## src/hdl/sih_pkg.sv

```systemverilog
// Shared types and constants for the symbol intern hash table.
package sih_pkg;

  localparam int TABLE_SLOTS_DEF    = 64;
  localparam int MAX_NAME_BYTES_DEF = 32;

  localparam logic [31:0] FNV_BASIS = 32'd2166136261;
  localparam logic [31:0] FNV_PRIME = 32'd16777619;

  localparam logic [6:0] LIMIT_RESET = 7'd48;

  localparam logic [1:0] ST_OK       = 2'd0;
  localparam logic [1:0] ST_FULL     = 2'd1;
  localparam logic [1:0] ST_TOO_LONG = 2'd2;

  // The length field is wide enough for any legal buffer size.
  typedef struct packed {
    logic [31:0] hash;
    logic [8:0]  len;
  } sih_job_t;

  // Byte write from the front part into the name buffer.
  typedef struct packed {
    logic       en;
    logic [7:0] addr;
    logic [7:0] data;
  } sih_buf_wr_t;

endpackage

```

## src/hdl/sih_queue.sv

```systemverilog
// Two-entry job queue between the front and back parts.
module sih_queue import sih_pkg::*; (
  input  logic     clk,
  input  logic     rst_n,
  input  logic     push,
  input  sih_job_t push_data,
  input  logic     pop,
  output logic     not_empty,
  output sih_job_t pop_data
);

  sih_job_t   mem_r [2];
  logic       wr_r, rd_r;
  logic [1:0] cnt_r;

  assign not_empty = (cnt_r != 2'd0);
  assign pop_data  = mem_r[rd_r];

  always_ff @(posedge clk) begin
    if (push && cnt_r != 2'd2) mem_r[wr_r] <= push_data;
  end

  always_ff @(posedge clk) begin
    if (!rst_n) begin
      wr_r  <= 1'b0;
      rd_r  <= 1'b0;
      cnt_r <= 2'd0;
    end else begin
      if (push && cnt_r != 2'd2) wr_r <= ~wr_r;
      if (pop && not_empty) rd_r <= ~rd_r;
      cnt_r <= cnt_r + 2'((push && cnt_r != 2'd2) ? 1 : 0)
                     - 2'((pop && not_empty) ? 1 : 0);
    end
  end

endmodule

```

## config.mk

```make
export PLATFORM = sky130hd
export DESIGN_NAME = sih_queue
export DESIGN_NICKNAME = d
export VERILOG_FILES = /design/src/hdl/sih_pkg.sv /design/src/hdl/sih_queue.sv
export SDC_FILE = /design/constraint.sdc
export NUM_CORES = 1
export LEC_CHECK = 0
export BUFFER_PORTS_ARGS = -buffer_cell sky130_fd_sc_hd__clkbuf_2
export CAP_MARGIN = 10
export CORE_MARGIN = 4
export CORE_UTILIZATION = 47
export CTS_CLUSTER_DIAMETER = 60
export CTS_CLUSTER_SIZE = 10
export DETAILED_ROUTE_END_ITERATION = 12
export GPL_TIMING_DRIVEN = 0
export PLACE_DENSITY_LB_ADDON = 0.08
export SYNTH_ARGS = -nofsm -noshare
export SYNTH_HDL_FRONTEND = slang
export SYNTH_SLANG_ARGS = --single-unit
```

## constraint.sdc

```tcl
create_clock -name clk -period 2.8 [get_ports clk]
set_input_delay 0.14 -clock clk [delete_from_list [all_inputs] [get_ports clk]]
set_output_delay 0.14 -clock clk [all_outputs]
set_load 0.01 [all_outputs]
```

; After elaboration in Yosys (flattened, before gate mapping)
; Memory sizes are Yosys's and may differ from the RTL's. A register that Yosys moved wholly into a read port is not among the register bits.
; Index checks and enable logic that the tools add are counted.
[classes]
eq_ne = 1
add_sub_neg = 2
n_mux = 6
n_bitwise = 2
reduce_logical = 3
[ops]
columns = operator, count
row1 = 1-bit two-way mux, 6
row2 = 2-bit by 1-bit adder with 2-bit output, 1
row3 = 1-bit logical AND, 2
row4 = "2-bit != test, second input constant", 1
row5 = 1-bit NOT, 2
row6 = 2-bit nonzero test, 1
row7 = 2-bit by 1-bit subtractor with 2-bit output, 1
[totals]
n_memories = 1
ram_bits = 82
out_inout_bits = 42
ff_bits = 4
in_bits = 45
[memory_table]
columns = name, depth, word_bits, rd, rd_ports_with_merged_regs, write_ports, line
row1 = mem_r, 2, 41, 1, 1, 1, sih_queue.sv:12  ; sih_job_t mem_r [2];

; Depth between registers and ports, before layout
; Gate-level depths: netlist of the first run.
[depth]
ltp_word = 5
ltp_mapped = 8
depth_no_buf = 8

; Worst setup path before layout of the first run
; Ideal clock, no wire load.
[synth_timing]
path_kind = reg2reg
start = register cnt_r[1]
end = memory mem_r[0][0] in the netlist's numbering (enable)
arrival_ps = 2201
slack_ps = 160
synth_period_minus_slack_ps = 2640
t_required_ps = 2361
n_path_buf = 0
setup_ps = 439
stages_incl_launch_ff = 4
path_cell_list = dfxtp_1 -> inv_1 -> o21ai_2 -> nor2_1
[synth_via]
elab_chain_cells = 4
[synth_rtl]
columns = item, line
row1 = "start, declared", sih_queue.sv:14  ; logic [1:0] cnt_r;
row2 = "start signal, assigned", sih_queue.sv:31  ; cnt_r <= cnt_r + 2'((push && cnt_r != 2'd2) ? 1 : 0)
row3 = 2-bit != test, sih_queue.sv:20  ; if (push && cnt_r != 2'd2) mem_r[wr_r] <= push_data;
row4 = 1-bit logical AND, sih_queue.sv:20
row5 = 1-bit two-way mux, sih_queue.sv:20
row6 = 1-bit two-way mux (not written as such), sih_queue.sv:20
row7 = "end, declared", sih_queue.sv:12
; No other way between the ends.

; Final worst setup path of the first run
[layout_timing]
start = register cnt_r[1]
end = register cnt_r[1]
[layout_via]
elab_chain_cells = 5
word_cells_on_any_way = 8
classes_between = add/sub (2) / eq/ne (1) / mux (2) / reduce/logical (3)
[layout_rtl]
columns = item, line
row1 = 2-bit != test, sih_queue.sv:31
row2 = 1-bit logical AND, sih_queue.sv:31
row3 = 1-bit two-way mux, sih_queue.sv:31
row4 = 2-bit by 1-bit adder with 2-bit output, sih_queue.sv:31
row5 = 2-bit by 1-bit subtractor with 2-bit output *, sih_queue.sv:32  ; - 2'((pop && not_empty) ? 1 : 0);
; Every way passes the cells marked *; elsewhere a longest branch is shown, timed or not.
; A chain may end at the register's enable or synchronous reset.

==> flow_metrics.tcl, run 1 <==
set metrics [dict create \
    run_status "finished, final reports clean" \
    critPathMaxFanout 4 \
    max-slew-margin-rel 0.638 \
    row_count 30 \
    numCtsBuffers 9 \
    multi_input_area_sq_um 751 \
    io_pins 87 \
    cap_violations 0 \
    drt_pass1_iterations 4 \
    power_density_nw_per_um2 772 \
    cts_buffer_depth 2 \
    die_w_um 93.1 \
    peakVddDrop_v 0.000466 \
    r2r_start "cnt_r[1]" \
    hold_violations 0 \
    htree_levels 3 \
    synth.avg_cell_area_sq_um 22.2 \
    antenna_found_initial 0 \
    synth-seq-cells 87 \
    layout_commonest_cell "clkbuf_2" \
    power_leakage_nw 1.82 \
    cts_tree "done" \
    dieArea_sq_um 8660 \
    holdPathEnd "cnt_r[1]" \
    grt_pass1_vias 1970 \
    crit_path_start_kind "flop" \
    viasPerCell 4.58 \
    grt_pass1_wl_um 9230 \
    diodes 0 \
    fin_nets 340 \
    syn-cell-area_sq_um 3400 \
    ys_seq_area_frac 0.753 \
    cts_root_buf "clkbuf_8" \
    synth_fp_nets 200 \
    grt-ovfl-total 0 \
    drive_above_1_share 0.500 \
    drt-total-wl_um 5780 \
    drt_iter0_drc 37 \
    min_period_ns 1.72 \
    io_buffers 86 \
    dp_slack_ns 1.09 \
    hpwlAfterDp_um 3760 \
    synth-warning-count 0 \
    grt_use_total 0.142 \
    final_cell_mix "86 x clkbuf_2, 82 x edfxtp_1, 41 x dlygate4sd3_1, 40 x mux2_4, 9 x clkbuf_8" \
    fillers 540 \
    gp_congestion 0.622 \
    cp-end-kind "flop" \
    hold_path_class "input pin to flop" \
    syn-instance-count 153 \
    critPathKind "flop to flop" \
    core-area_sq_um 6910 \
    finClkSkew_ns 0.00837 \
    wl_per_cell_um 14.7 \
    numClockSinks 87 \
    setup_viol 0 \
    cts-resized-gates 0 \
    path_clk_slew_ns 0.08 \
    worstHoldStart "rst_n" \
    fmax_mhz 582 \
    yosysTopAreaCellShare 0.724 \
    clk_latency_ns 0.34 \
    syn2layout_area_growth_pct 34.5 \
    worstPathRequired_ns 3.04 \
    reg2reg_depth 8 \
    antenna_left 0 \
    hold_path_depth 2 \
    layout_setup_ws_ns 1.08 \
    worst_pin_slew_ns 0.542 \
    vias 1803 \
    yosys.area.top_type "edfxtp_1" \
    ff_latch_area_sq_um 2560 \
    synth.distinct_cells 17 \
    die_h_um 93.1 \
    dp.cells 337 \
    grt_max_degree 27 \
    drcViolationCount 0 \
    rrSetupSlack_ns 1.08 \
    initial_core_util 0.492 \
    finalNonFillerCells 394 \
    arrival_ns 1.96 \
    r2r_end "cnt_r[1]" \
    rsz0062_at_grt "no" \
    fin_crit_sh 0.614 \
    finalMaxSlewViolations 0 \
    synth_area_leaders "edfxtp_1 72%, mux2_4 18%, dfxtp_1 2.9%, buf_12 2.4%, xnor2_1 0.77%" \
]
==> registers in the layout (all words and copies together) (netlist names), named ones only <==
name / flops
cnt_r: 2
mem_r: 82
rd_r: 1
wr_r: 1
==> report_power, final <==
part,total (mW),internal [mW],switching [mW]
sequential,1.69,1.63,0.0531
clock,0.713,0.318,0.396
combinational,1.13,0.624,0.508
total,3.53,2.57,0.957
==> per-stage QoR <==
step                      setup TNS (ns)  area, sq um  hold WS [ns]  power (mW)   util
after floorplan                        0         3400         0.239        2.47      -
after global placement            -80.24         3950         0.329        2.80  0.572
after detailed placement               0         4010         0.333        2.82  0.580
after CTS                              0         4570        0.0621        3.58  0.662
after global routing                   0         4570        0.0810        3.72  0.662
final                                  0         4570        0.0776        3.53  0.662
==> worst max path at each step <==
stage	from	end	slack, ns	cells past startpoint
after floorplan	cnt_r[1]	mem_r[0][0]	0.16	3
after CTS	cnt_r[1]	cnt_r[1]	1.07	8
after detailed placement	cnt_r[1]	cnt_r[1]	1.09	8
after global placement	cnt_r[1]	mem_r[1][16]	-0.99	3
final	cnt_r[1]	cnt_r[1]	1.08	8
after global routing	cnt_r[1]	cnt_r[1]	0.95	8
==> repair_timing <==
item                      CTS  global route
hold buffers               41             0
setup buffers               0             0
hold endpoints to repair   82             0
==> Yosys cell counts, drive strengths merged <==
cell type	count
and2	2
buf	5
dfxtp	5
edfxtp	82
ha	2
inv	3
mux2	41
mux2i	1
nand2	2
nor2	2
nor2b	2
o21a	1
o21ai	1
or2	1
xnor2	3
==> worst max-delay path, cell delays in order (launching register included) <==
cell,delay (ns)
dfxtp_1,0.39
inv_1,0.07
o21ai_2,0.33
ha_1,0.29
inv_1,0.05
ha_1,0.14
xnor2_1,0.13
xnor2_1,0.07
and2_1,0.14
==> layout make-up <==
| class | count | share of cell area |
|---|---|---|
| tap | 96 | 0.0263 |
| multi-input combinational | 58 | 0.164 |
| clock inverter | 4 | 0.00492 |
| inverter | 3 | 0.00246 |
| clock buffer | 12 | 0.0295 |
| timing repair buffer | 129 | 0.193 |
| buffer | 5 | 0.0200 |
| sequential | 87 | 0.560 |
==> kinds of logic after synthesis <==
group	after synthesis	share of synthesized area
compound gates	2	0.00478
xor+xnor	3	0.00773
fa+ha+maj	2	0.00736
buf+inv	8	0.0302
flops	87	0.753
mux	42	0.183
simple gates	9	0.0136
==> per-layer routing <==
metal,part of all wire,vias up,GRT usage
li1,-,871,-
met1,0.40,863,0.160
met2,0.53,58,0.251
met3,0.055,11,0.0378
met4,0.017,0,0.0623
met5,0,-,0
(Power assumes the default switching activity.)
==> run 2: changes to the inputs <==
- clock period: 2.8 -> 1.44 ns (I/O delays scaled with it)
==> run 2 against run 1 <==
Against the previous run:
- the run now ends with setup timing left
- clock skew shrank 0.0054 ns
- clock-buffer cell count fell by 2
- maximum frequency up 11%
- sequential power rose by 97%
- clock power up 140%
- worst setup slack got worse by 1.2 ns
- core utilization increased by 6.8 points
- flip-flop and latch count unchanged
- via count rose by 1.6%
- highest routed layer unchanged
==> flow_metrics.tcl, run 2 (same netlist as run 1, synthesis figures left out) <==
set metrics [dict create \
    run_status "finished with violations" \
    violations "setup timing" \
    fin_crit_sh 1.07 \
    top_regs "mem_r (82), cnt_r (2)" \
    htree_levels 3 \
    hold_path_depth 2 \
    power_density_nw_per_um2 1590 \
    cts_tree "done" \
    antenna_left 0 \
    placed_cell_area_sq_um 3980 \
    final_cell_mix "82 x edfxtp_1, 52 x clkbuf_2, 41 x mux2_4, 41 x dlygate4sd3_1, 33 x buf_6" \
    drt_pass1_iterations 4 \
    initial_core_util 0.492 \
    grt_max_degree 22 \
    seq_power_share 0.414 \
    internal_power_mw 5.99 \
    critPathMaxFanout 4 \
    reg2reg_depth 7 \
    fin_nets 350 \
    critPathKind "flop to flop" \
    power_frac_comb 0.372 \
    rsz0062_at_grt "yes" \
    crit_path_start_kind "flop" \
    numClockSinks 87 \
    arrival_ns 1.77 \
    layout_commonest_cell "edfxtp_1" \
    row_count 30 \
    gp_congestion 0.648 \
    core-area_sq_um 6910 \
    vias 1831 \
    die_h_um 93.1 \
    cap_violations 0 \
    syn2layout_area_growth_pct 48.4 \
    hpwlAfterDp_um 3290 \
    fmax_mhz 648 \
    path_clk_slew_ns 0.07 \
    min_period_ns 1.54 \
    fillers 461 \
    finClkSkew_ns 0.00299 \
    grt_pass1_wl_um 9140 \
    layout_setup_ws_ns -0.102 \
    io_pins 87 \
    r2r_end "cnt_r[1]" \
    fin_area_sq_um 5050 \
    viasPerCell 4.54 \
    drcViolationCount 0 \
    drt_iter0_drc 49 \
    max_flop_register "mem_r" \
    worstHoldStart "rst_n" \
    worstPathRequired_ns 1.67 \
    setup_viol 101 \
    dieArea_sq_um 8660 \
    r2r_start "cnt_r[1]" \
    clk_latency_ns 0.33 \
    rrSetupSlack_ns -0.10 \
    drive_above_1_share 0.550 \
    cts_buffer_depth 2 \
    switchingPower_mw 2.04 \
    power_leakage_nw 2.00 \
    antenna_found_initial 0 \
    largest_register_ffs 82 \
    cp-end-kind "flop" \
    finalNonFillerCells 403 \
    grt_pass1_vias 1985 \
    cts_root_buf "clkbuf_8" \
    wl_per_cell_um 14.8 \
    max-slew-margin-rel 0.568 \
    die_w_um 93.1 \
    dp.cells 335 \
    numCtsBuffers 9 \
    diodes 0 \
    peakVddDrop_v 0.000932 \
    io_buffers 86 \
    drt-total-wl_um 5960 \
    worst_pin_slew_ns 0.646 \
    hold_violations 0 \
    grt_use_total 0.141 \
    grt-ovfl-total 0 \
    pwr-share-clk 0.214 \
    switching_share 0.255 \
    hold_path_class "input pin to flop" \
    finalMaxSlewViolations 0 \
]
==> run 2: cell count changes in the layout (fill, tap and decap cells not counted), sizes merged <==
| cell | delta |
|---|---|
| clkbuf | -34 |
| clkinvlp | -2 |
| bufinv | +2 |
| nor2 | +3 |
| clkinv | +1 |
| buf | +39 |
==> run 2: worst max path at each step <==
| stage | from | depth (start not counted) | end | slack, ns |
|---|---|---|---|---|
| after detailed placement | cnt_r[1] | 3 | mem_r[0][16] | -0.46 |
| after global placement | cnt_r[1] | 3 | mem_r[1][16] | -0.46 |
| after floorplan | cnt_r[1] | 3 | mem_r[1][0] | -0.07 |
| final | cnt_r[1] | 7 | cnt_r[1] | -0.10 |
| after global routing | cnt_r[1] | 7 | cnt_r[1] | -0.16 |
| after CTS | flop | 5 | pop_data[25] | -0.14 |
==> run 2: repair_timing <==
action / CTS / global route
endpoints found under the setup margin: 124 / 125
resized for setup: 10 / 80
pin swaps: 8 / 5
gates cloned: 4 / 3
hold buffers: 41 / 0
hold endpoints to repair: 82 / 0
buffers inserted: 5 / 1
==> run 2: worst max-delay path: stages (launching register included) <==
cell	delay, ns
dfxtp_4	0.37
o21a_1	0.20
ha_1	0.28
inv_2	0.04
ha_4	0.15
xnor2_2	0.13
xnor2_1	0.12
and2_1	0.15
==> run 2: final cells by class <==
| class | count | area [sq um] | share of cell area |
|---|---|---|---|
| buffer | 4 | 80.1 | 0.0159 |
| clock buffer | 10 | 128 | 0.0253 |
| clock inverter | 5 | 73.8 | 0.0146 |
| inverter | 3 | 13.8 | 0.00273 |
| multi-input combinational | 61 | 816 | 0.162 |
| sequential | 87 | 2570 | 0.510 |
| tap | 96 | 120 | 0.0238 |
| timing repair buffer | 137 | 1240 | 0.246 |
==> run 2: power groups by stage <==
stage	logic, mW	registers [mW]	clock network [mW]
after floorplan	1.50	3.33	0
after global placement	2.09	3.34	0
after detailed placement	2.11	3.36	0
after CTS	2.52	3.31	1.77
after global routing	3.19	3.36	1.87
final	2.99	3.33	1.71
==> run 2: through the flow <==
stage	setup TNS [ns]	hold slack, ns	worst slack [ns]	util	total power [mW]
finish	-4.28	0.0256	-0.102	0.731	8.03
global route	-12.00	0.0247	-0.162	0.731	8.42
CTS	-14.63	0.00519	-0.138	0.688	7.59
detailed placement	-37.45	0.265	-0.457	0.576	5.46
global placement	-36.84	0.261	-0.455	0.576	5.44
floorplan	-5.40	0.171	-0.0653	-	4.83
==> run 2: metal layers <==
metal,vias up,routed length [um],global-route usage
met5,-,0,0
met4,0,108,0.0623
met3,10,311,0.0346
met2,52,3120,0.253
met1,879,2420,0.158
li1,890,-,-
