File: src/hdl/sih_pkg.sv
// Shared types and constants for the symbol intern hash table.
package sih_pkg;

  localparam int TABLE_SLOTS_DEF    = 64;
  localparam int MAX_NAME_BYTES_DEF = 32;

  localparam logic [31:0] FNV_BASIS = 32'd2166136261;
  localparam logic [31:0] FNV_PRIME = 32'd16777619;

  localparam logic [6:0] LIMIT_RESET = 7'd48;

  localparam logic [1:0] ST_OK       = 2'd0;
  localparam logic [1:0] ST_FULL     = 2'd1;
  localparam logic [1:0] ST_TOO_LONG = 2'd2;

  // The length field is wide enough for any legal buffer size.
  typedef struct packed {
    logic [31:0] hash;
    logic [8:0]  len;
  } sih_job_t;

  // Byte write from the front part into the name buffer.
  typedef struct packed {
    logic       en;
    logic [7:0] addr;
    logic [7:0] data;
  } sih_buf_wr_t;

endpackage

File: src/hdl/sih_front.sv
// Front part: folds bytes into the hash, buffers them and issues lookup jobs.
module sih_front import sih_pkg::*; #(
  parameter int MAX_NAME_BYTES = MAX_NAME_BYTES_DEF
) (
  input  logic        clk,
  input  logic        rst_n,
  input  logic        accept,
  input  logic [7:0]  name_byte,
  input  logic        has_byte,
  input  logic        is_last,
  output logic        push_pending,
  output logic        job_push,
  output sih_job_t    job,
  output sih_buf_wr_t buf_wr
);

  localparam int LW = $clog2(MAX_NAME_BYTES + 2);

  logic [31:0]   hash_r, hash_nxt;
  logic [LW-1:0] len_r, len_nxt;
  logic          push_r, push_nxt;

  always_comb begin
    hash_nxt    = hash_r;
    len_nxt     = len_r;
    push_nxt    = push_r;
    buf_wr.en   = 1'b0;
    buf_wr.addr = 8'(len_r);
    buf_wr.data = name_byte;
    if (push_r) begin
      hash_nxt = FNV_BASIS;
      len_nxt  = '0;
      push_nxt = 1'b0;
    end else if (accept) begin
      if (has_byte) begin
        hash_nxt = 32'((hash_r ^ {24'd0, name_byte}) * FNV_PRIME);
        if (32'(len_r) < MAX_NAME_BYTES) begin
          buf_wr.en = 1'b1;
          len_nxt   = len_r + LW'(1);
        end else begin
          len_nxt = LW'(MAX_NAME_BYTES + 1);
        end
      end
      push_nxt = is_last;
    end
  end

  always_ff @(posedge clk) begin
    if (!rst_n) begin
      hash_r <= FNV_BASIS;
      len_r  <= '0;
      push_r <= 1'b0;
    end else begin
      hash_r <= hash_nxt;
      len_r  <= len_nxt;
      push_r <= push_nxt;
    end
  end

  assign push_pending = push_r;
  assign job_push     = push_r;
  assign job.hash     = hash_r;
  assign job.len      = 9'(len_r);

endmodule

File: config.mk
export PLATFORM = sky130hd
export DESIGN_NAME = sih_front
export DESIGN_NICKNAME = d
export VERILOG_FILES = /design/src/hdl/sih_pkg.sv /design/src/hdl/sih_front.sv
export SDC_FILE = /design/constraint.sdc
export NUM_CORES = 1
export LEC_CHECK = 0
export ABC_AREA = 1
export BUFFER_PORTS_ARGS = -buffer_cell sky130_fd_sc_hd__buf_2
export CORE_ASPECT_RATIO = 0.9
export CORE_MARGIN = 2
export CORE_UTILIZATION = 36
export DETAILED_ROUTE_END_ITERATION = 6
export MAX_ROUTING_LAYER = met4
export PLACE_DENSITY = 0.51
export SYNTH_ARGS = -nofsm -noshare
export SYNTH_HDL_FRONTEND = slang
export SYNTH_SLANG_ARGS = --single-unit
File: constraint.sdc
create_clock -name clk -period 6.62 [get_ports clk]
set_input_delay 1.324 -clock clk [delete_from_list [all_inputs] [get_ports clk]]
set_output_delay 1.324 -clock clk [all_outputs]
set_load 0.02 [all_outputs]
# After elaboration in Yosys (flattened, before gate mapping)
# Cells that the tools add are included.
# totals
register_bits	39
input_bits	13
output_inout_bits	60
wordCells	17
# op_classes
addsub	1
n_mul	1
n_lt_le_gt_ge	1
mux	5
bitwise_logic	3
reduce_logical	3
# ops
op	count
$mul A32 B25 Y32 const B	1
$xor A32 B8 Y32	1
$add A6 B1 Y6 const B	1
$lt A6 B6 Y1 const B	1
$mux W6	1
$mux W1	4
$reduce_or A3 Y1	1
$not A1 Y1	2
$reduce_and A2 Y1	1
$reduce_or A2 Y1	1

# Logic depth before layout (Yosys ltp)
# Gate-level depths: netlist (run 1).
# depth
ltp_word	5
ltp_mapped	28
depth_no_buf	28

# Worst setup path before layout (run 1)
# OpenSTA, ideal clock, no wires.
# synth_path
path_kind	in2reg
start	input name_byte[3]
end	register hash_r[23]
setup_time_ps	113
arrival_time_ps	5491
required_time_ps	6507
setup_slack_ps	1016
cell_stages	19
path_buffers	0
path_cell_list	xor2_1 > ha_1 > ha_1 > fa_1 > ha_1 > fa_1 > ha_1 > inv_1 > fa_1 > inv_1 > ha_1 > a21o_1 > a21oi_2 > nand2_1 > nand2_1 > nand3_1 > xor2_1 > o21ai_1 > inv_1
# synth_via
elab_chain_len	2
# synth_rtl
element	line_no	source
from (decl)	sih_front.sv:8	input logic [7:0] name_byte,
$xor A32 B8 Y32	sih_front.sv:36	hash_nxt = 32'((hash_r ^ {24'd0, name_byte}) * FNV_PRIME);
$mul A32 B25 Y32	sih_front.sv:36	
to (signal assigned)	sih_front.sv:54	hash_r <= hash_nxt;
to (decl)	sih_front.sv:19	logic [31:0] hash_r, hash_nxt;
# No other way between the ends.
# A chain may end at the register's enable or synchronous reset.

# Worst setup path in the final report (run 1)
# layout_path
start	input name_byte[3]
end	register hash_r[24]
# Same word-level chain as after synthesis.

==> flow_metrics.env, run 1 <==
export IMPL_syn_area_um2=7910
export IMPL_clk_latency_ps=300
export IMPL_start_util=0.367
export IMPL_outcome="completed"
export IMPL_fin_crit_ps=6270
export IMPL_finalCritPeriodShare=0.947
export IMPL_ios=73
export IMPL_critPathRequiredTime_ps=6810
export IMPL_worstReg2RegEnd="hash_r[24]"
export IMPL_synthCells=1012
export IMPL_critical_path_buf_inv_count=4
export IMPL_critical_path_depth=23
export IMPL_h_tree_depth=2
export IMPL_antenna_cells=0
export IMPL_drive_above_1_share=0.123
export IMPL_fp_dieH_um=145
export IMPL_avgSynthCellArea_um2=7.81
export IMPL_crit_fanout=5
export IMPL_max_freq_mhz=159
export IMPL_vias=6296
export IMPL_grt_pass1_vias=6310
export IMPL_rsz0062_at_grt="false"
export IMPL_die_area_um2=23200
export IMPL_yosysWarnings=0
export IMPL_fin_util=0.401
export IMPL_clock_path_buffers=2
export IMPL_core_area_um2=21600
export IMPL_cts_tree="done"
export IMPL_place_gp_congestion=0.906
export IMPL_ys_ff_latch=39
export IMPL_grt_max_degree=29
export IMPL_cts_resized=0
export IMPL_crit_path_start="name_byte[3]"
export IMPL_area_growth_pct=9.40
export IMPL_worst_ep_arrival_time_ps=6460
export IMPL_setup_viol=0
export IMPL_crit_family="adder cells"
export IMPL_dp_hpwl_mm=17.9
export IMPL_placed_area_um2=8500
export IMPL_final_nets=1342
export IMPL_fin_skew_ps=4.79
export IMPL_cts_buffers_inserted=5
export IMPL_worstHoldPathType="flop to flop"
export IMPL_end_kind="flop"
export IMPL_wl_per_cell_um=15.4
export IMPL_setup_tns_ps=0
export IMPL_r2r_cells=22
export IMPL_fin_area_um2=8650
export IMPL_port_buffer_count=67
export IMPL_num_rows=51
export IMPL_drc_errors=0
export IMPL_antenna_found_initial=0
export IMPL_final_common_cell="inv_1"
export IMPL_worstSetupPathType="input port to flop"
export IMPL_tightest_slew_ps=992
export IMPL_drv_slew=0
export IMPL_grtUsageTotal=0.198
export IMPL_routed_wl_mm=20.9
export IMPL_cpPeakStageDelay_ps=760
export IMPL_maxCapViolations=0
export IMPL_firstDrtPassIters=4
export IMPL_postRouteAntennaNets=0
export IMPL_finalHoldViolCount=0
export IMPL_slowest_stage="xor2_1"
export IMPL_avgViaCountPerCell=4.62
export IMPL_r2r_start="hash_r[3]"
export IMPL_relSlewSlack=0.337
export IMPL_synth_cell_types=44
export IMPL_die_x_um=160
export IMPL_cts_setup_buffers=0
export IMPL_clock_sinks=39
export IMPL_grt_pass1_wl_mm=34.3
export IMPL_critPathLaunchType="input port"
export IMPL_clk_pin_slew_ps=60
export IMPL_rrSetupSlack_ps=1090
export IMPL_path_cells="buf_2 > xor2_1 > ha_1 > ha_1 > fa_1 > ha_1 > fa_1 > ha_1 > inv_1 > fa_1 > inv_1 > ha_1 > nand2_1 > nor2_2 > inv_2 > nor3_2 > nand3_1 > nand3_1 > nand2_1 > nand2_1 > nand2_1 > nand2_1 > o21ai_1"
export IMPL_yosysSeqAreaShare=0.0988
export IMPL_cts_root_buffer="clkbuf_16"
export IMPL_first_iter_violations=283
export IMPL_grt_ovfl_total=0
export IMPL_cp_endpoint="hash_r[24]"
export IMPL_cts_hold_fix_buffers=0
export IMPL_final_cell_mix="inv_1, ha_1, nand2_1, fa_1, nor2_1"
-- routing by layer --
layer | track usage | share of wire | vias to the layer above
li1 | - | - | 3272
met1 | 0.270 | 0.51 | 2925
met2 | 0.324 | 0.45 | 93
met3 | 0.0229 | 0.034 | 6
met4 | 0.0327 | 0.0050 | 0
met5 | - | 0 | -
-- synth_stat cells (all sizes together) --
master / n / area [um^2]
nor3: 9 / 50.1
nand3b: 3 / 22.5
or2: 1 / 6.26
a31o: 1 / 8.76
a21boi: 1 / 7.51
xnor2: 7 / 61.3
dfxtp: 39 / 781
nand3: 35 / 195
conb: 1 / 3.75
a31oi: 3 / 25.0
nor2: 81 / 342
o21bai: 5 / 37.5
ha: 184 / 2300
clkbuf: 3 / 11.3
o21ai: 45 / 236
a21oi: 55 / 298
o211ai: 3 / 22.5
o21a: 2 / 15.0
xor2: 14 / 123
inv: 255 / 957
nand2: 144 / 596
a221oi: 1 / 8.76
nand4: 8 / 50.1
and2: 1 / 6.26
buf: 27 / 186
a211oi: 1 / 7.51
o31ai: 2 / 15.0
clkinv: 1 / 3.75
a21o: 6 / 45.0
fa: 74 / 1480
-- worst min path at each step --
| stage | from | to | slack, ps | cells after the start |
|---|---|---|---|---|
| 2_1_floorplan | len_r[0] | len_r[0] | 560 | 1 |
| 3_3_place_gp | len_r[1] | len_r[1] | 500 | 2 |
| 3_5_place_dp | len_r[0] | len_r[0] | 510 | 1 |
| 4_1_cts | len_r[1] | len_r[1] | 520 | 2 |
| 5_1_grt | hash_r[1] | hash_r[1] | 560 | 2 |
| 6_report | len_r[0] | len_r[0] | 510 | 1 |
-- metrics by stage --
step / worst slack [ps] / hold slack [ps] / std cells
after global routing: 87.1 / 556 / 1362
after global placement: 38.2 / 501 / 1355
final: 350 / 509 / 1362
after CTS: 371 / 520 / 1362
after detailed placement: 59.7 / 510 / 1355
after floorplan: 1020 / 562 / 1016
-- kinds of logic (layout without fill, tap and decap cells) --
logic type	count (synthesis)	in the layout	share of synthesized area
xor+xnor	21	21	0.0233
other cells	1	5	0.000474
buf+inv	286	341	0.147
simple gates	282	282	0.160
compound gates	125	125	0.0920
fa+ha+maj	258	258	0.479
flops	39	39	0.0988
-- worst register-to-register path: cells and delay by family, from the launching register on --
| kind | cells | cell delay [ps] |
|---|---|---|
| compound gates | 1 | 50 |
| xor+xnor | 1 | 790 |
| fa+ha+maj | 8 | 3050 |
| buf+inv | 3 | 150 |
| flops | 1 | 360 |
| simple gates | 9 | 1010 |
-- sequential cells by signal (all words and copies together) (netlist names) --
register	count
hash_r	32
job_push	1
len_r	6
-- final cells by class --
cell class	instances	area [um^2]
Tap cell	291	364
Inverter	256	961
Clock buffer	6	139
Timing Repair Buffer	78	418
Multi-Input combinational cell	691	5980
Sequential cell	39	781
Clock inverter	1	5.00
Fill cell	2319	12900
Power of run 1 is not shown: default switching activity piles up to over one toggle a cycle in this logic, so the estimate is an artifact.
==> run 2, diff against run 1 <==
Clock period 6.62 ns to 6.1 ns, I/O delays scaled along.
==> run 2 against run 1 <==
Effect of this change:
- non-clock buffer count increased by 16
- core utilization increased by 0.74 points
- register-to-register slack got worse by 110 ps
- critical path type unchanged
- die area unchanged
- sequential cell count unchanged
- final area increased by 1.9%
- largest cell class unchanged
- global-route usage decreased by 0.20 points
- worst hold slack improved by 3.0 ps
- first-iteration DRC count decreased by 26%
==> flow_metrics.env, run 2 (synthesized netlist as in run 1, its figures left out) <==
export IMPL_outcome="completed"
export IMPL_final_cell_mix="inv_1, ha_1, nand2_1, fa_1, nor2_1"
export IMPL_grt_use_met3=0.0169
export IMPL_area_growth_pct=11.4
export IMPL_cts_setup_buffers=0
export IMPL_placed_area_um2=8620
export IMPL_antenna_found_initial=0
export IMPL_die_area_um2=23200
export IMPL_clk_latency_ps=300
export IMPL_worst_ep_arrival_time_ps=5820
export IMPL_maxCapViolations=0
export IMPL_cts_tree="done"
export IMPL_drive_above_1_share=0.138
export IMPL_relSlewSlack=0.589
export IMPL_fin_crit_ps=5630
export IMPL_antenna_cells=0
export IMPL_firstDrtPassIters=5
export IMPL_clk_pin_slew_ps=70
export IMPL_routed_wl_mm=20.7
export IMPL_critPathLaunchType="input port"
export IMPL_end_kind="flop"
export IMPL_finalCritPeriodShare=0.923
export IMPL_num_rows=51
export IMPL_cts_buffers_inserted=5
export IMPL_start_util=0.367
export IMPL_h_tree_depth=2
export IMPL_core_area_um2=21600
export IMPL_grt_pass1_vias=6382
export IMPL_fp_dieH_um=145
export IMPL_die_x_um=160
export IMPL_dp_hpwl_mm=17.6
export IMPL_grtUsageTotal=0.196
export IMPL_setup_viol=0
export IMPL_fill_cells=2339
export IMPL_worstHoldPathType="flop to flop"
export IMPL_max_freq_mhz=178
export IMPL_grt_busiest_layer="met2"
export IMPL_rrSetupSlack_ps=980
export IMPL_rsz0062_at_grt="false"
export IMPL_setup_tns_ps=0
export IMPL_crit_fanout=5
export IMPL_wl_per_cell_um=15.0
export IMPL_critPathRequiredTime_ps=6290
export IMPL_grt_max_degree=40
export IMPL_finalHoldViolCount=0
export IMPL_port_buffer_count=67
export IMPL_tightest_slew_ps=615
export IMPL_postRouteAntennaNets=0
export IMPL_fin_area_um2=8810
export IMPL_grt_pass1_wl_mm=34.4
export IMPL_clock_path_buffers=2
export IMPL_ios=73
export IMPL_fin_skew_ps=8.78
export IMPL_regMostFlops="hash_r"
export IMPL_cts_root_buffer="clkbuf_16"
export IMPL_place_gp_congestion=0.908
export IMPL_worstSetupPathType="input port to flop"
export IMPL_grt_ovfl_total=0
export IMPL_largest_reg_flops=32
export IMPL_drc_errors=0
export IMPL_first_iter_violations=210
export IMPL_grtUsageMet2=0.329
export IMPL_grtUsageMet1=0.267
export IMPL_stdcell_count=1379
export IMPL_avgViaCountPerCell=4.61
export IMPL_final_nets=1358
export IMPL_dp_cells=1371
export IMPL_final_common_cell="inv_1"
export IMPL_drv_slew=0
export IMPL_clock_sinks=39
export IMPL_vias=6352
[run 2: worst max-delay path, cell delays in order]
cell and delay, ps:
buf_2 100, xor2_1 340, ha_1 310, ha_1 330
fa_1 440, ha_1 210, fa_1 480, ha_1 290
inv_1 50, fa_1 530, inv_1 50, ha_1 360
nand2_1 140, nor2_2 160, inv_2 60, nor3_2 130
nand3_1 110, nand3_1 180, nand2_1 70, nand2_1 90
nand2_1 50, nand2_1 50, o21ai_1 60
[run 2: area by class of cell]
type	instances	area (um^2)	share of cell area
Timing Repair Buffer	94	538	0.0611
Inverter	256	961	0.109
Sequential cell	39	781	0.0886
Clock buffer	6	139	0.0158
Clock inverter	2	35.0	0.00398
Multi-Input combinational cell	691	5990	0.680
Tap cell	291	364	0.0413
[run 2: final timing paths]
kind                startpoint         end  depth (start not counted)
setup / recovery  name_byte[3]  hash_r[24]                         23
hold / removal       hash_r[0]   hash_r[0]                          2
setup reg to reg    hash_r[20]  hash_r[30]                         23
hold reg to reg      hash_r[0]   hash_r[0]                          2
[run 2: timing repair]
action,in CTS,in global routing
hold buffers,0,0
gates resized for setup,0,2
setup endpoints to repair,0,1
[run 2: metal layers]
metal,vias to the layer above,part of all wire
met5,-,0
met4,0,0.0066
met3,9,0.024
met2,81,0.46
met1,2955,0.51
li1,3307,-
[run 2: through the flow]
stage / utilization / hold slack [ps] / worst slack [ps]
global placement: 0.400 / 502 / 156
floorplan: - / 562 / 600
global route: 0.408 / 535 / 42.4
finish: 0.408 / 512 / 472
detailed placement: 0.400 / 498 / 110
CTS: 0.408 / 518 / 430
Power of run 2 is left out for the same reason.
==> run 3, diff against run 2 <==
Settings changed: CORE_UTILIZATION 36 to 63, PLACE_DENSITY 0.51 to 0.82.
==> run 3 against run 2 <==
Effect of this change:
- critical path depth did not move
- clock skew fell by 2.8 ps
- final cell count decreased by 11%
- via count is 4.0% higher
- largest cell class unchanged
==> flow_metrics.env, run 3 (synthesized netlist as in run 1, its figures left out) <==
export IMPL_max_freq_mhz=172
export IMPL_drv_slew=0
export IMPL_fill_cells=1085
export IMPL_largest_reg_flops=32
export IMPL_cpPeakStageDelay_ps=530
export IMPL_worstSetupPathType="input port to flop"
export IMPL_num_rows=38
export IMPL_min_delay_start="len_r[1]"
export IMPL_cts_setup_buffers=0
export IMPL_drive_above_1_share=0.121
export IMPL_grt_max_degree=35
export IMPL_antenna_cells=0
export IMPL_cts_buffers_inserted=5
export IMPL_setup_viol=0
export IMPL_cts_tree="done"
export IMPL_h_tree_depth=2
export IMPL_relSlewSlack=0.252
export IMPL_start_util=0.649
export IMPL_first_iter_violations=333
export IMPL_clk_latency_ps=290
export IMPL_regMostFlops="hash_r"
export IMPL_clk_pin_slew_ps=60
export IMPL_cts_resized=0
export IMPL_rsz0062_at_grt="false"
export IMPL_hold_path_cell_count=2
export IMPL_vias=6608
export IMPL_grt_pass1_vias=6519
export IMPL_routed_wl_mm=19.1
export IMPL_crit_family="adder cells"
export IMPL_port_buffer_count=67
export IMPL_place_gp_congestion=0.991
export IMPL_r2r_start="hash_r[7]"
export IMPL_place_ws_ps=72.1
export IMPL_fin_worst_hold_slack_ps=515
export IMPL_min_to="len_r[1]"
export IMPL_wl_per_cell_um=15.5
export IMPL_clock_path_buffers=2
export IMPL_slowest_stage="fa_1"
export IMPL_crit_fanout=5
export IMPL_cts_hold_fix_buffers=0
export IMPL_worstReg2RegEnd="hash_r[24]"
export IMPL_dp_hpwl_mm=16.1
export IMPL_outcome="completed"
export IMPL_rrSetupSlack_ps=870
export IMPL_finalHoldViolCount=0
export IMPL_setup_slack_ps=280
export IMPL_finalCritPeriodShare=0.954
export IMPL_fin_crit_ps=5820
export IMPL_grtUsageTotal=0.310
export IMPL_clock_sinks=39
export IMPL_area_growth_pct=7.15
export IMPL_path_cells="buf_2 > xor2_1 > ha_1 > ha_1 > fa_1 > ha_1 > fa_1 > ha_1 > inv_1 > fa_1 > inv_1 > ha_1 > nand2_1 > nor2_1 > inv_1 > nor2_1 > nand3_1 > nand3_1 > nand2_1 > nand2_1 > nand2_1 > nand2_1 > o21ai_1"
export IMPL_avgViaCountPerCell=5.37
export IMPL_drc_errors=0
export IMPL_critPathLaunchType="input port"
export IMPL_tightest_slew_ps=1110
export IMPL_ios=73
export IMPL_worstHoldPathType="flop to flop"
export IMPL_critPathRequiredTime_ps=6280
export IMPL_die_area_um2=13500
export IMPL_postRouteAntennaNets=0
export IMPL_die_x_um=122
export IMPL_firstDrtPassIters=5
export IMPL_fin_skew_ps=6.00
export IMPL_final_nets=1341
export IMPL_maxCapViolations=0
export IMPL_fp_dieH_um=110
export IMPL_r2r_cells=22
export IMPL_grt_pass1_wl_mm=31.6
export IMPL_critical_path_buf_inv_count=4
export IMPL_final_cell_mix="inv_1, ha_1, nand2_1, fa_1, nor2_1"
export IMPL_antenna_found_initial=0
export IMPL_core_area_um2=12200
export IMPL_final_common_cell="inv_1"
export IMPL_grt_ovfl_total=0
export IMPL_setup_tns_ps=0
export IMPL_end_kind="flop"
export IMPL_cts_root_buffer="clkbuf_16"
export IMPL_worst_ep_arrival_time_ps=6000
## run 3: changes by cell type in the layout (fill, tap and decap cells not counted)
cell	previous run	this run
ha_2	1	0
clkbuf_8	1	0
a21oi_2	5	6
clkbuf_1	0	2
a21oi_4	1	0
buf_4	27	10
ha_1	183	184
bufinv_16	1	0
## run 3: layout make-up
cell class	instances	area, um^2	area share
tap	160	200	0.0236
inverter	256	961	0.113
sequential	39	781	0.0922
clock buffer	7	133	0.0157
timing repair buffer	77	410	0.0484
multi-input combinational	691	5980	0.706
clock inverter	1	5.00	0.000591
## run 3: worst max-delay path by stage
stage	from	endpoint	slack, ps	depth (start not counted)
CTS	name_byte[7]	hash_r[24]	380	23
floorplan	name_byte[3]	hash_r[23]	600	19
detailed placement	name_byte[5]	hash_r[30]	70	25
global placement	name_byte[7]	hash_r[24]	190	23
global route	name_byte[6]	hash_r[30]	30	26
finish	name_byte[7]	hash_r[24]	280	23
## run 3: per-stage QoR
step | util | instances | cell area (um^2)
finish | 0.696 | 1231 | 8470
global route | 0.696 | 1231 | 8470
CTS | 0.696 | 1231 | 8470
detailed placement | 0.685 | 1223 | 8330
global placement | 0.685 | 1223 | 8330
floorplan | - | 1016 | 7920
## run 3: tightest hold or removal path, delay by kind of cell, from the launching register on
family	cells	cell delay, ps
AOI/OAI and AO/OA	1	60
DFF	1	340
and+or+nand+nor	1	70
## run 3: layer usage
metal	vias to the layer above	part of all wire	GRT usage
met5	-	0	-
met4	0	0.017	0.0673
met3	22	0.048	0.0201
met2	195	0.47	0.528
met1	3116	0.46	0.412
li1	3275	-	-
Power of run 3 is left out for the same reason.
